===== src/rtl/dpsc_pkg.sv =====
`timescale 1ns / 1ps
`default_nettype none
// ----------------------------------------------------------------------------
// Distance PID servo controller package
// Shared widths, limits, register map and types of the servo controller.
// ----------------------------------------------------------------------------
package dpsc_pkg;

  // Field widths.
  localparam int RawW    = 16;
  localparam int DistW   = 11;
  localparam int GainW   = 16;
  localparam int AngleW  = 8;
  localparam int ServoW  = 16;
  localparam int ErrW    = 12;
  localparam int DiffW   = 13;
  localparam int SumW    = 15;
  localparam int CfgIdxW = 3;
  localparam int CfgDatW = 16;

  // Product and drive widths (unsigned gain times signed operand).
  localparam int PropW  = GainW + 1 + ErrW;
  localparam int DerivW = GainW + 1 + DiffW;
  localparam int IntegW = GainW + 1 + SumW;
  localparam int DriveW = IntegW;
  localparam int Q8W    = DriveW - 8;
  localparam int PosW   = Q8W + 2;

  // Limits.
  localparam logic [DistW-1:0] DistMax = 11'd2000;
  localparam logic signed [SumW-1:0] SumMin = -15'sd10000;
  localparam logic signed [SumW-1:0] SumMax = 15'sd10000;

  // Moving-average window default.
  localparam int WindowDefault = 5;

  // Register reset values.
  localparam logic [GainW-1:0]  PropGainRst   = 16'd7995;
  localparam logic [GainW-1:0]  DerivGainRst  = 16'd15139;
  localparam logic [GainW-1:0]  IntegGainRst  = 16'd262;
  localparam logic [DistW-1:0]  TargetRst     = 11'd150;
  localparam logic [AngleW-1:0] CenterRst     = 8'd130;
  localparam logic [AngleW-1:0] FloorRst      = 8'd60;
  localparam logic [AngleW-1:0] CeilingRst    = 8'd165;
  localparam logic              EnableRst     = 1'b1;

  // Register map.
  typedef enum logic [CfgIdxW-1:0] {
    CfgPropGain   = 3'd0,
    CfgDerivGain  = 3'd1,
    CfgIntegGain  = 3'd2,
    CfgTarget     = 3'd3,
    CfgCenter     = 3'd4,
    CfgFloor      = 3'd5,
    CfgCeiling    = 3'd6,
    CfgPidEnable  = 3'd7
  } cfg_idx_e;

  // Configuration seen by the PID datapath.
  typedef struct packed {
    logic [GainW-1:0]  prop_gain;
    logic [GainW-1:0]  deriv_gain;
    logic [GainW-1:0]  integ_gain;
    logic [DistW-1:0]  target_distance;
    logic [AngleW-1:0] center_angle;
    logic [AngleW-1:0] angle_floor;
    logic [AngleW-1:0] angle_ceiling;
    logic              pid_enable;
  } pid_cfg_t;

  // Result register contents handed to the top level.
  typedef struct packed {
    logic              valid;
    logic [DistW-1:0]  mean_distance;
    logic [ServoW-1:0] servo_angle;
    logic              angle_valid;
  } result_t;

endpackage : dpsc_pkg
`default_nettype wire


===== src/rtl/distance_pid_servo_controller_unit.sv =====
`timescale 1ns / 1ps
`default_nettype none
// ----------------------------------------------------------------------------
// Distance PID servo controller
// Moving-average distance filter followed by a PID servo angle controller.
// ----------------------------------------------------------------------------
// The block accepts one distance sample per clock cycle while the pipeline
// advances and returns one result per sample, in order. The ring and running
// total update on the accepting edge; the mean register, the register of the
// three gain products and the output register, which takes the clamped angle,
// follow in that order. The whole pipeline moves together whenever the output
// register is empty or being drained, so s_axis_tready is high in exactly
// those cases and a full rate of one request per cycle is kept as long as the
// downstream side keeps up.
// Configuration writes take effect on the next edge and should only be made
// while no request is in flight.
module distance_pid_servo_controller_unit #(
  parameter int WINDOW = dpsc_pkg::WindowDefault
) (
  input  wire logic                          clk_i,
  input  wire logic                          rst_ni,
  // Input stream.
  input  wire logic                          s_axis_tvalid,
  output logic                               s_axis_tready,
  input  wire logic [15:0]                   s_axis_tdata,  // [15:0] raw_distance
  // Output stream.
  output logic                               m_axis_tvalid,
  input  wire logic                          m_axis_tready,
  output logic [31:0]                        m_axis_tdata,  // [10:0] mean_distance,
                                                            // [26:11] servo_angle
  output logic                               m_axis_tuser,  // [0] angle_valid
  // Configuration write port.
  input  wire logic                          cfg_we_i,
  input  wire logic [dpsc_pkg::CfgIdxW-1:0]  cfg_idx_i,
  input  wire logic [dpsc_pkg::CfgDatW-1:0]  cfg_wdata_i
);

  localparam int DistW = dpsc_pkg::DistW;

  dpsc_pkg::pid_cfg_t cfg_q;
  dpsc_pkg::result_t  result;
  logic               advance;
  logic               mean_valid;
  logic [DistW-1:0]   mean_distance;

  // Configuration registers.
  always_ff @(posedge clk_i or negedge rst_ni) begin
    if (!rst_ni) begin
      cfg_q.prop_gain       <= dpsc_pkg::PropGainRst;
      cfg_q.deriv_gain      <= dpsc_pkg::DerivGainRst;
      cfg_q.integ_gain      <= dpsc_pkg::IntegGainRst;
      cfg_q.target_distance <= dpsc_pkg::TargetRst;
      cfg_q.center_angle    <= dpsc_pkg::CenterRst;
      cfg_q.angle_floor     <= dpsc_pkg::FloorRst;
      cfg_q.angle_ceiling   <= dpsc_pkg::CeilingRst;
      cfg_q.pid_enable      <= dpsc_pkg::EnableRst;
    end else if (cfg_we_i) begin
      unique case (dpsc_pkg::cfg_idx_e'(cfg_idx_i))
        dpsc_pkg::CfgPropGain:  cfg_q.prop_gain       <= cfg_wdata_i;
        dpsc_pkg::CfgDerivGain: cfg_q.deriv_gain      <= cfg_wdata_i;
        dpsc_pkg::CfgIntegGain: cfg_q.integ_gain      <= cfg_wdata_i;
        dpsc_pkg::CfgTarget:    cfg_q.target_distance <= cfg_wdata_i[DistW-1:0];
        dpsc_pkg::CfgCenter:    cfg_q.center_angle    <= cfg_wdata_i[dpsc_pkg::AngleW-1:0];
        dpsc_pkg::CfgFloor:     cfg_q.angle_floor     <= cfg_wdata_i[dpsc_pkg::AngleW-1:0];
        dpsc_pkg::CfgCeiling:   cfg_q.angle_ceiling   <= cfg_wdata_i[dpsc_pkg::AngleW-1:0];
        dpsc_pkg::CfgPidEnable: cfg_q.pid_enable      <= cfg_wdata_i[0];
        default: ;
      endcase
    end
  end

  // The pipeline advances when the output register is free or being taken.
  assign advance       = !result.valid | m_axis_tready;
  assign s_axis_tready = advance;

  dpsc_avg #(
    .WINDOW (WINDOW)
  ) u_avg (
    .clk_i           (clk_i),
    .rst_ni          (rst_ni),
    .advance_i       (advance),
    .in_valid_i      (s_axis_tvalid),
    .raw_distance_i  (s_axis_tdata),
    .mean_valid_o    (mean_valid),
    .mean_distance_o (mean_distance)
  );

  dpsc_pid u_pid (
    .clk_i           (clk_i),
    .rst_ni          (rst_ni),
    .advance_i       (advance),
    .mean_valid_i    (mean_valid),
    .mean_distance_i (mean_distance),
    .cfg_i           (cfg_q),
    .result_o        (result)
  );

  // Output stream packing.
  assign m_axis_tvalid = result.valid;
  assign m_axis_tdata  = {5'b0, result.servo_angle, result.mean_distance};
  assign m_axis_tuser  = result.angle_valid;

  // A request cannot enter while a finished result is stuck downstream.
  assert property (@(posedge clk_i) disable iff (!rst_ni)
    (m_axis_tvalid && !m_axis_tready) |-> !s_axis_tready)
    else $error("input taken while output stalled");

endmodule : distance_pid_servo_controller_unit
`default_nettype wire


===== src/rtl/dpsc_avg.sv =====
`timescale 1ns / 1ps
`default_nettype none
// ----------------------------------------------------------------------------
// Moving-average front end
// Clamps each sample, keeps a ring of the last WINDOW samples with a running
// total, and registers the truncated mean one stage later.
// ----------------------------------------------------------------------------
module dpsc_avg #(
  parameter int WINDOW = dpsc_pkg::WindowDefault
) (
  input  wire logic                       clk_i,
  input  wire logic                       rst_ni,
  input  wire logic                       advance_i,
  input  wire logic                       in_valid_i,
  input  wire logic [dpsc_pkg::RawW-1:0]  raw_distance_i,
  output logic                            mean_valid_o,
  output logic [dpsc_pkg::DistW-1:0]      mean_distance_o
);

  localparam int DistW      = dpsc_pkg::DistW;
  localparam int SlotW      = (WINDOW > 1) ? $clog2(WINDOW) : 1;
  localparam int TotalW     = $clog2(WINDOW * 2000 + 1);
  // Reciprocal with four guard bits is exact for every total below 2^TotalW.
  localparam int RecipShift = TotalW + 4;
  localparam int RecipW     = RecipShift + 1;
  localparam int ProdW      = TotalW + RecipW;
  localparam logic [RecipW-1:0] Recip =
    RecipW'(((64'd1 << RecipShift) + 64'(WINDOW) - 64'd1) / 64'(WINDOW));
  localparam logic [SlotW-1:0] LastSlot = SlotW'(WINDOW - 1);
  localparam logic [TotalW-1:0] TotalMax = TotalW'(WINDOW * 2000);

  logic                 accept;
  logic [DistW-1:0]     sample;
  logic [DistW-1:0]     ring_q [WINDOW];
  logic [SlotW-1:0]     slot_q, slot_d;
  logic [TotalW-1:0]    total_q, total_d;
  logic                 total_valid_q;
  logic [ProdW-1:0]     prod;
  logic                 mean_valid_q;
  logic [DistW-1:0]     mean_q;

  assign accept = in_valid_i & advance_i;

  // Clamp the raw reading to the sensor range.
  always_comb begin
    if (raw_distance_i > dpsc_pkg::RawW'(dpsc_pkg::DistMax)) begin
      sample = dpsc_pkg::DistMax;
    end else begin
      sample = raw_distance_i[DistW-1:0];
    end
  end

  // Running total replaces the oldest sample with the new one.
  assign total_d = total_q - TotalW'(ring_q[slot_q]) + TotalW'(sample);
  assign slot_d  = (slot_q == LastSlot) ? '0 : slot_q + SlotW'(1);

  always_ff @(posedge clk_i or negedge rst_ni) begin
    if (!rst_ni) begin
      for (int k = 0; k < WINDOW; k++) begin
        ring_q[k] <= '0;
      end
      slot_q  <= '0;
      total_q <= '0;
    end else if (accept) begin
      ring_q[slot_q] <= sample;
      slot_q         <= slot_d;
      total_q        <= total_d;
    end
  end

  // Mean by multiplying with the scaled reciprocal of the window length.
  assign prod = ProdW'(total_q) * ProdW'(Recip);

  always_ff @(posedge clk_i or negedge rst_ni) begin
    if (!rst_ni) begin
      total_valid_q <= 1'b0;
      mean_valid_q  <= 1'b0;
    end else if (advance_i) begin
      total_valid_q <= in_valid_i;
      mean_valid_q  <= total_valid_q;
    end
  end

  always_ff @(posedge clk_i) begin
    if (advance_i) begin
      mean_q <= prod[RecipShift +: DistW];
    end
  end

  assign mean_valid_o    = mean_valid_q;
  assign mean_distance_o = mean_q;

  // The running total never exceeds a full window of maximum samples.
  assert property (@(posedge clk_i) disable iff (!rst_ni) total_q <= TotalMax)
    else $error("running total above window maximum");

  // The write slot stays inside the ring.
  assert property (@(posedge clk_i) disable iff (!rst_ni) slot_q <= LastSlot)
    else $error("ring write slot out of range");

endmodule : dpsc_avg
`default_nettype wire


===== src/rtl/dpsc_pid.sv =====
`timescale 1ns / 1ps
`default_nettype none
// ----------------------------------------------------------------------------
// PID stage and servo angle output register
// Forms the error terms and gain products in one stage, then sums, scales,
// offsets and clamps the angle into the result register.
// ----------------------------------------------------------------------------
module dpsc_pid (
  input  wire logic                       clk_i,
  input  wire logic                       rst_ni,
  input  wire logic                       advance_i,
  input  wire logic                       mean_valid_i,
  input  wire logic [dpsc_pkg::DistW-1:0] mean_distance_i,
  input  wire dpsc_pkg::pid_cfg_t         cfg_i,
  output dpsc_pkg::result_t               result_o
);

  localparam int DistW  = dpsc_pkg::DistW;
  localparam int ErrW   = dpsc_pkg::ErrW;
  localparam int DiffW  = dpsc_pkg::DiffW;
  localparam int SumW   = dpsc_pkg::SumW;
  localparam int PropW  = dpsc_pkg::PropW;
  localparam int DerivW = dpsc_pkg::DerivW;
  localparam int IntegW = dpsc_pkg::IntegW;
  localparam int DriveW = dpsc_pkg::DriveW;
  localparam int Q8W    = dpsc_pkg::Q8W;
  localparam int PosW   = dpsc_pkg::PosW;
  localparam int ServoW = dpsc_pkg::ServoW;

  logic signed [ErrW-1:0]   err;
  logic signed [DiffW-1:0]  diff;
  logic signed [SumW-1:0]   sum_raw;
  logic signed [SumW-1:0]   sum_clamped;
  logic signed [PropW-1:0]  prop_d, prop_q;
  logic signed [DerivW-1:0] deriv_d, deriv_q;
  logic signed [IntegW-1:0] integ_d, integ_q;
  logic signed [ErrW-1:0]   prev_err_q;
  logic signed [SumW-1:0]   err_sum_q;
  logic                     prod_valid_q;
  logic                     pid_on_q;
  logic [DistW-1:0]         prod_mean_q;
  logic                     run_pid;

  logic signed [DriveW-1:0] drive;
  logic signed [Q8W-1:0]    drive_q8;
  logic signed [PosW-1:0]   angle;
  logic signed [PosW-1:0]   angle_lo;
  logic signed [PosW-1:0]   angle_hi;
  logic signed [PosW-1:0]   angle_raised;
  logic signed [PosW-1:0]   angle_clamped;
  dpsc_pkg::result_t        result_q;

  assign run_pid = advance_i & mean_valid_i & cfg_i.pid_enable;

  // Error, its change and the unclamped accumulated sum.
  assign err     = $signed({1'b0, mean_distance_i}) - $signed({1'b0, cfg_i.target_distance});
  assign diff    = DiffW'(err) - DiffW'(prev_err_q);
  assign sum_raw = err_sum_q + SumW'(err);

  always_comb begin
    if (sum_raw < dpsc_pkg::SumMin) begin
      sum_clamped = dpsc_pkg::SumMin;
    end else if (sum_raw > dpsc_pkg::SumMax) begin
      sum_clamped = dpsc_pkg::SumMax;
    end else begin
      sum_clamped = sum_raw;
    end
  end

  // Gain products; the integral product uses the sum before clamping.
  assign prop_d  = PropW'($signed({1'b0, cfg_i.prop_gain})) * PropW'(err);
  assign deriv_d = DerivW'($signed({1'b0, cfg_i.deriv_gain})) * DerivW'(diff);
  assign integ_d = IntegW'($signed({1'b0, cfg_i.integ_gain})) * IntegW'(sum_raw);

  // Controller history advances only for items that ran the PID.
  always_ff @(posedge clk_i or negedge rst_ni) begin
    if (!rst_ni) begin
      prev_err_q <= '0;
      err_sum_q  <= '0;
    end else if (run_pid) begin
      prev_err_q <= err;
      err_sum_q  <= sum_clamped;
    end
  end

  // Product stage.
  always_ff @(posedge clk_i or negedge rst_ni) begin
    if (!rst_ni) begin
      prod_valid_q <= 1'b0;
    end else if (advance_i) begin
      prod_valid_q <= mean_valid_i;
    end
  end

  always_ff @(posedge clk_i) begin
    if (advance_i) begin
      prop_q      <= prop_d;
      deriv_q     <= deriv_d;
      integ_q     <= integ_d;
      pid_on_q    <= cfg_i.pid_enable;
      prod_mean_q <= mean_distance_i;
    end
  end

  // Drive in Q16, floored to Q8, offset by the center and clamped.
  assign drive    = DriveW'(prop_q) + DriveW'(deriv_q) + integ_q;
  assign drive_q8 = drive[DriveW-1:8];
  assign angle    = $signed(PosW'({cfg_i.center_angle, 8'b0})) + PosW'(drive_q8);
  assign angle_lo = $signed(PosW'({cfg_i.angle_floor, 8'b0}));
  assign angle_hi = $signed(PosW'({cfg_i.angle_ceiling, 8'b0}));

  always_comb begin
    angle_raised  = (angle < angle_lo) ? angle_lo : angle;
    angle_clamped = (angle_raised > angle_hi) ? angle_hi : angle_raised;
  end

  // Result register.
  always_ff @(posedge clk_i or negedge rst_ni) begin
    if (!rst_ni) begin
      result_q <= '0;
    end else if (advance_i) begin
      result_q.valid         <= prod_valid_q;
      result_q.mean_distance <= prod_mean_q;
      result_q.angle_valid   <= pid_on_q;
      result_q.servo_angle   <= pid_on_q ? angle_clamped[ServoW-1:0] : '0;
    end
  end

  assign result_o = result_q;

  // The stored accumulator stays within its clamp window.
  assert property (@(posedge clk_i) disable iff (!rst_ni)
    (err_sum_q >= dpsc_pkg::SumMin) && (err_sum_q <= dpsc_pkg::SumMax))
    else $error("error accumulator outside clamp window");

  // A result without a new command carries a zero angle.
  assert property (@(posedge clk_i) disable iff (!rst_ni)
    (result_q.valid && !result_q.angle_valid) |-> (result_q.servo_angle == '0))
    else $error("servo angle not zero while PID is off");

  // History must not move while the PID is switched off.
  assert property (@(posedge clk_i) disable iff (!rst_ni)
    !cfg_i.pid_enable |=> ($stable(err_sum_q) && $stable(prev_err_q)))
    else $error("PID history changed while disabled");

endmodule : dpsc_pid
`default_nettype wire


===== config.mk =====
export PLATFORM = sky130hd
export DESIGN_NAME = distance_pid_servo_controller_unit
export DESIGN_NICKNAME = d
export VERILOG_FILES = /design/src/rtl/dpsc_pkg.sv /design/src/rtl/distance_pid_servo_controller_unit.sv /design/src/rtl/dpsc_avg.sv /design/src/rtl/dpsc_pid.sv
export SDC_FILE = /design/constraint.sdc
export NUM_CORES = 2
export LEC_CHECK = 0
export BUFFER_PORTS_ARGS = -buffer_cell sky130_fd_sc_hd__buf_2
export CAP_MARGIN = 20
export CORE_MARGIN = 10
export CORE_UTILIZATION = 50
export DETAILED_ROUTE_END_ITERATION = 10
export GPL_ROUTABILITY_DRIVEN = 0
export PLACE_DENSITY_LB_ADDON = 0.1
export SYNTH_ARGS = -nofsm -noshare
export SYNTH_HDL_FRONTEND = slang
export SYNTH_SLANG_ARGS = --single-unit
export TNS_END_PERCENT = 100

===== constraint.sdc =====
create_clock -name clk_i -period 13.2 [get_ports clk_i]
set_clock_uncertainty 0.05 [all_clocks]
set_input_delay 0.66 -clock clk_i [delete_from_list [all_inputs] [get_ports clk_i]]
set_output_delay 0.66 -clock clk_i [all_outputs]
set_load 0.03 [all_outputs]

==> results by group <==
Synth
  – Yosys cell types: 88
  – Register area share after synthesis: 21.3%
  – Most used DFF post-synth: dfrtp_1
  – FFs w/ async S/R, synth: 65.3%
  – Top cell type's share of synthesized area: 27.7%
  – Syn Inst Count: 4,255
  – Area contributors post-synth: fa_1, ha_1, dfrtp_1
  – Post-synth EDFFs: 114
  – Register bit total from synthesis: 329
  – Synthesized area: 41,600 um^2
  – Area leader, netlist: fa_1
  – Syn avg cell area: 9.77 um^2
  – Synth warnings: 0

Clocking
  – Root Driver: clkbuf_16
  – Post-CTS Resized: 0
  – Cts hold-fix bufs: 1
  – Clock sinks: 329
  – CTS tree: yes
  – H-Tree Depth: 2
  – Worst skew pair latency: 0.60 ns
  – Postcts setup bufs: 0
  – Clk pin slew, worst setup/hold paths: 0.06 ns
  – CTS buffer count: 41
  – Clk buf depth: 3

Flow run
  – Max-cap violations: 0

Die
  – # rows: 105
  – Starting Density: 50.5%
  – Die width: 308 um
  – Floorplan Core Area: 82,200 um^2
  – Die height: 308 um
  – I/O pin count: 75
  – Die area: 95,100 um^2

Placement
  – Post-DP HPWL: 84,400 um
  – Cells after DPL: 5,307
  – I/O Buffers: 69

Layout
  – FF/Latch Area: 8850 um^2
  – Area occupied by multi-input gates: 29,200 um^2
  – # nets final: 5,404
  – # fillers: 7,563
  – Area Growth Syn to Fin: 7.29%
  – Layout cells sized above 1: 9.07%
  – Non-Filler Instances: 5,382

Route
  – DR iter-0 viols: 1,436
  – Vias after detailed routing: 28,700
  – Vias per inst: 5.33
  – Routed WL: 105,000 um
  – DRC: 0
  – First drt pass iteration count: 8
  – Routed len/inst: 19.5 um
  – ANT nets after route: 0

Setup path
  – Setup CP Type: register to register
  – WP data required: 13.48 ns
  – Crit start category: register
  – Worst path slowest cell: nand3b_1
  – Worst Setup End Kind: register
  – CP Data Arrival Time: 10.95 ns
  – Largest stage delay, worst path: 0.56 ns
  – Delay-heaviest family, CP: adder cells
  – Critical path fanouts, max: 20
  – CP most frequent cell: fa_1
  – Buf/Inv on CP: 6

Global route
  – First-pass GRT wire length: 170,000 um
  – Tot GR Track Use: 22.9%
  – Vias in the first global route: 30,300
  – Pin count of the biggest net entering global routing: 67
  – Gr ovfl total: 0
  – Initial antenna violation count: 5

Timing
  – Max-slew violations: 0
  – Max_slew headroom: 26.8%
  – RSZ-0062 raised after global routing: false
  – Final cycle utilization of the critical path: 80.8%
  – Final setup violation count: 0
  – Setup_tns: 0 ns
  – Max frequency: 93.8 MHz
  – Fin Hold WS: 0.316 ns
  – Worst-margin pin slew: 1.09 ns
  – Min Tclk post-route: 10.66 ns
  – Hold Fails Final Rpt: 0

Min path
  – Min-delay worst type: input pin to register

Run status
  – Status: complete, no violations
cell usage after synthesis, types with 11 or more instances:
library cell,n
a21o_1,45
edfxtp_1,114
and2_1,234
mux4_2,11
ha_1,508
o21bai_1,19
dfstp_2,36
fa_1,575
dfrtp_1,179
a21oi_1,101
nor2_1,142
nand3_1,26
o21ai_0,137
nand2b_1,40
o21a_1,15
xor2_1,38
nand4_1,16
nor3_1,41
nand2_1,568
nor2b_1,48
xnor2_1,108
or2_2,22
mux2_2,92
inv_1,817
clkbuf_1,131
o21ai_1,15
cell usage in the layout (no fill, tap or decap), types with 104 or more instances in the layout:
master and instances:
inv_1 817, fa_1 575, nand2_1 568, ha_1 508, and2_1 234, dfrtp_1 179, nor2_1 140, o21ai_0 137
edfxtp_1 114, xnor2_1 104
layout make-up:
cell class,instances,share of cell area (%)
inverters,819,6.90
well taps,1070,3.00
diodes,1,0.00561
multi-input cells,2972,65.4
flip-flops and latches,329,19.8
clock buffers,58,2.65
repair buffers,118,1.63
clock inverters,15,0.527
sequential cells by signal, summed over array words and instances (netlist names):
name	count
u_avg.ring_q	55
u_avg.total_q	14
u_pid.err_sum_q	15
u_avg.slot_q	3
u_pid.prod_mean_q	11
u_pid.integ_q	32
cfg_q	84
u_pid.prev_err_q	12
u_pid.prod_valid_q	1
u_pid.pid_on_q	1
u_pid.deriv_q	30
u_pid.result_o	29
u_pid.prop_q	29
u_avg.mean_distance_o	11
u_avg.mean_valid_o	1
u_avg.total_valid_q	1
worst reg2reg max path: cells and delay by family, from the launching register on:
family          cells  cell delay, ns
simple gates        6            1.64
fa+ha+maj           9            3.96
xor+xnor            2            0.28
buf+inv             6            0.51
flops               1            0.53
compound gates     18            3.44
path summary, 6_finish.rpt:
path	start	endpoint	slack [ns]	depth (start not counted)
worst min-delay path	s_axis_tvalid	u_avg.slot_q[2]	0.32	3
worst max-delay path	cfg_q[26]	u_pid.integ_q[30]	2.54	41
worst min register to register	u_pid.prod_mean_q[8]	u_pid.result_o[25]	0.40	2
max in group asynchronous	rst_ni	cfg_q[42]	10.86	4
worst max register to register	cfg_q[26]	u_pid.integ_q[30]	2.54	41
min in group asynchronous	rst_ni	u_avg.ring_q[11]	0.54	2
logic make-up after synthesis:
logic type / synth area share, %
flip-flops: 21.3
AND/OR/NAND/NOR: 13.5
AO/OA/AOI/OAI: 7.24
adder cells (fa/ha/maj): 43.0
buffers and inverters: 8.71
multiplexers: 3.14
other: 0.00902
XOR/XNOR: 3.15
per-stage QoR:
step / instance area [um^2] / util, % / setup slack [ns]
floorplan: 41600 / - / 3.25
global route: 44600 / 54.2 / 1.80
global placement: 43200 / 52.5 / 2.65
CTS: 44600 / 54.2 / 2.56
detailed placement: 43200 / 52.5 / 2.54
finish: 44600 / 54.2 / 2.54
routing by layer:
layer | vias up | share of wire (%) | track usage [%] | routed length [um]
met4 | 8 | 3.9 | 7.90 | 4060
met3 | 153 | 3.6 | 2.48 | 3780
met2 | 509 | 50 | 39.7 | 52300
li1 | 13500 | - | - | -
met1 | 14600 | 43 | 29.4 | 44700
met5 | - | 0.036 | 0 | 38
Power is not shown: default switching activity piles up to over one toggle a cycle in this logic, so the estimate is an artifact.
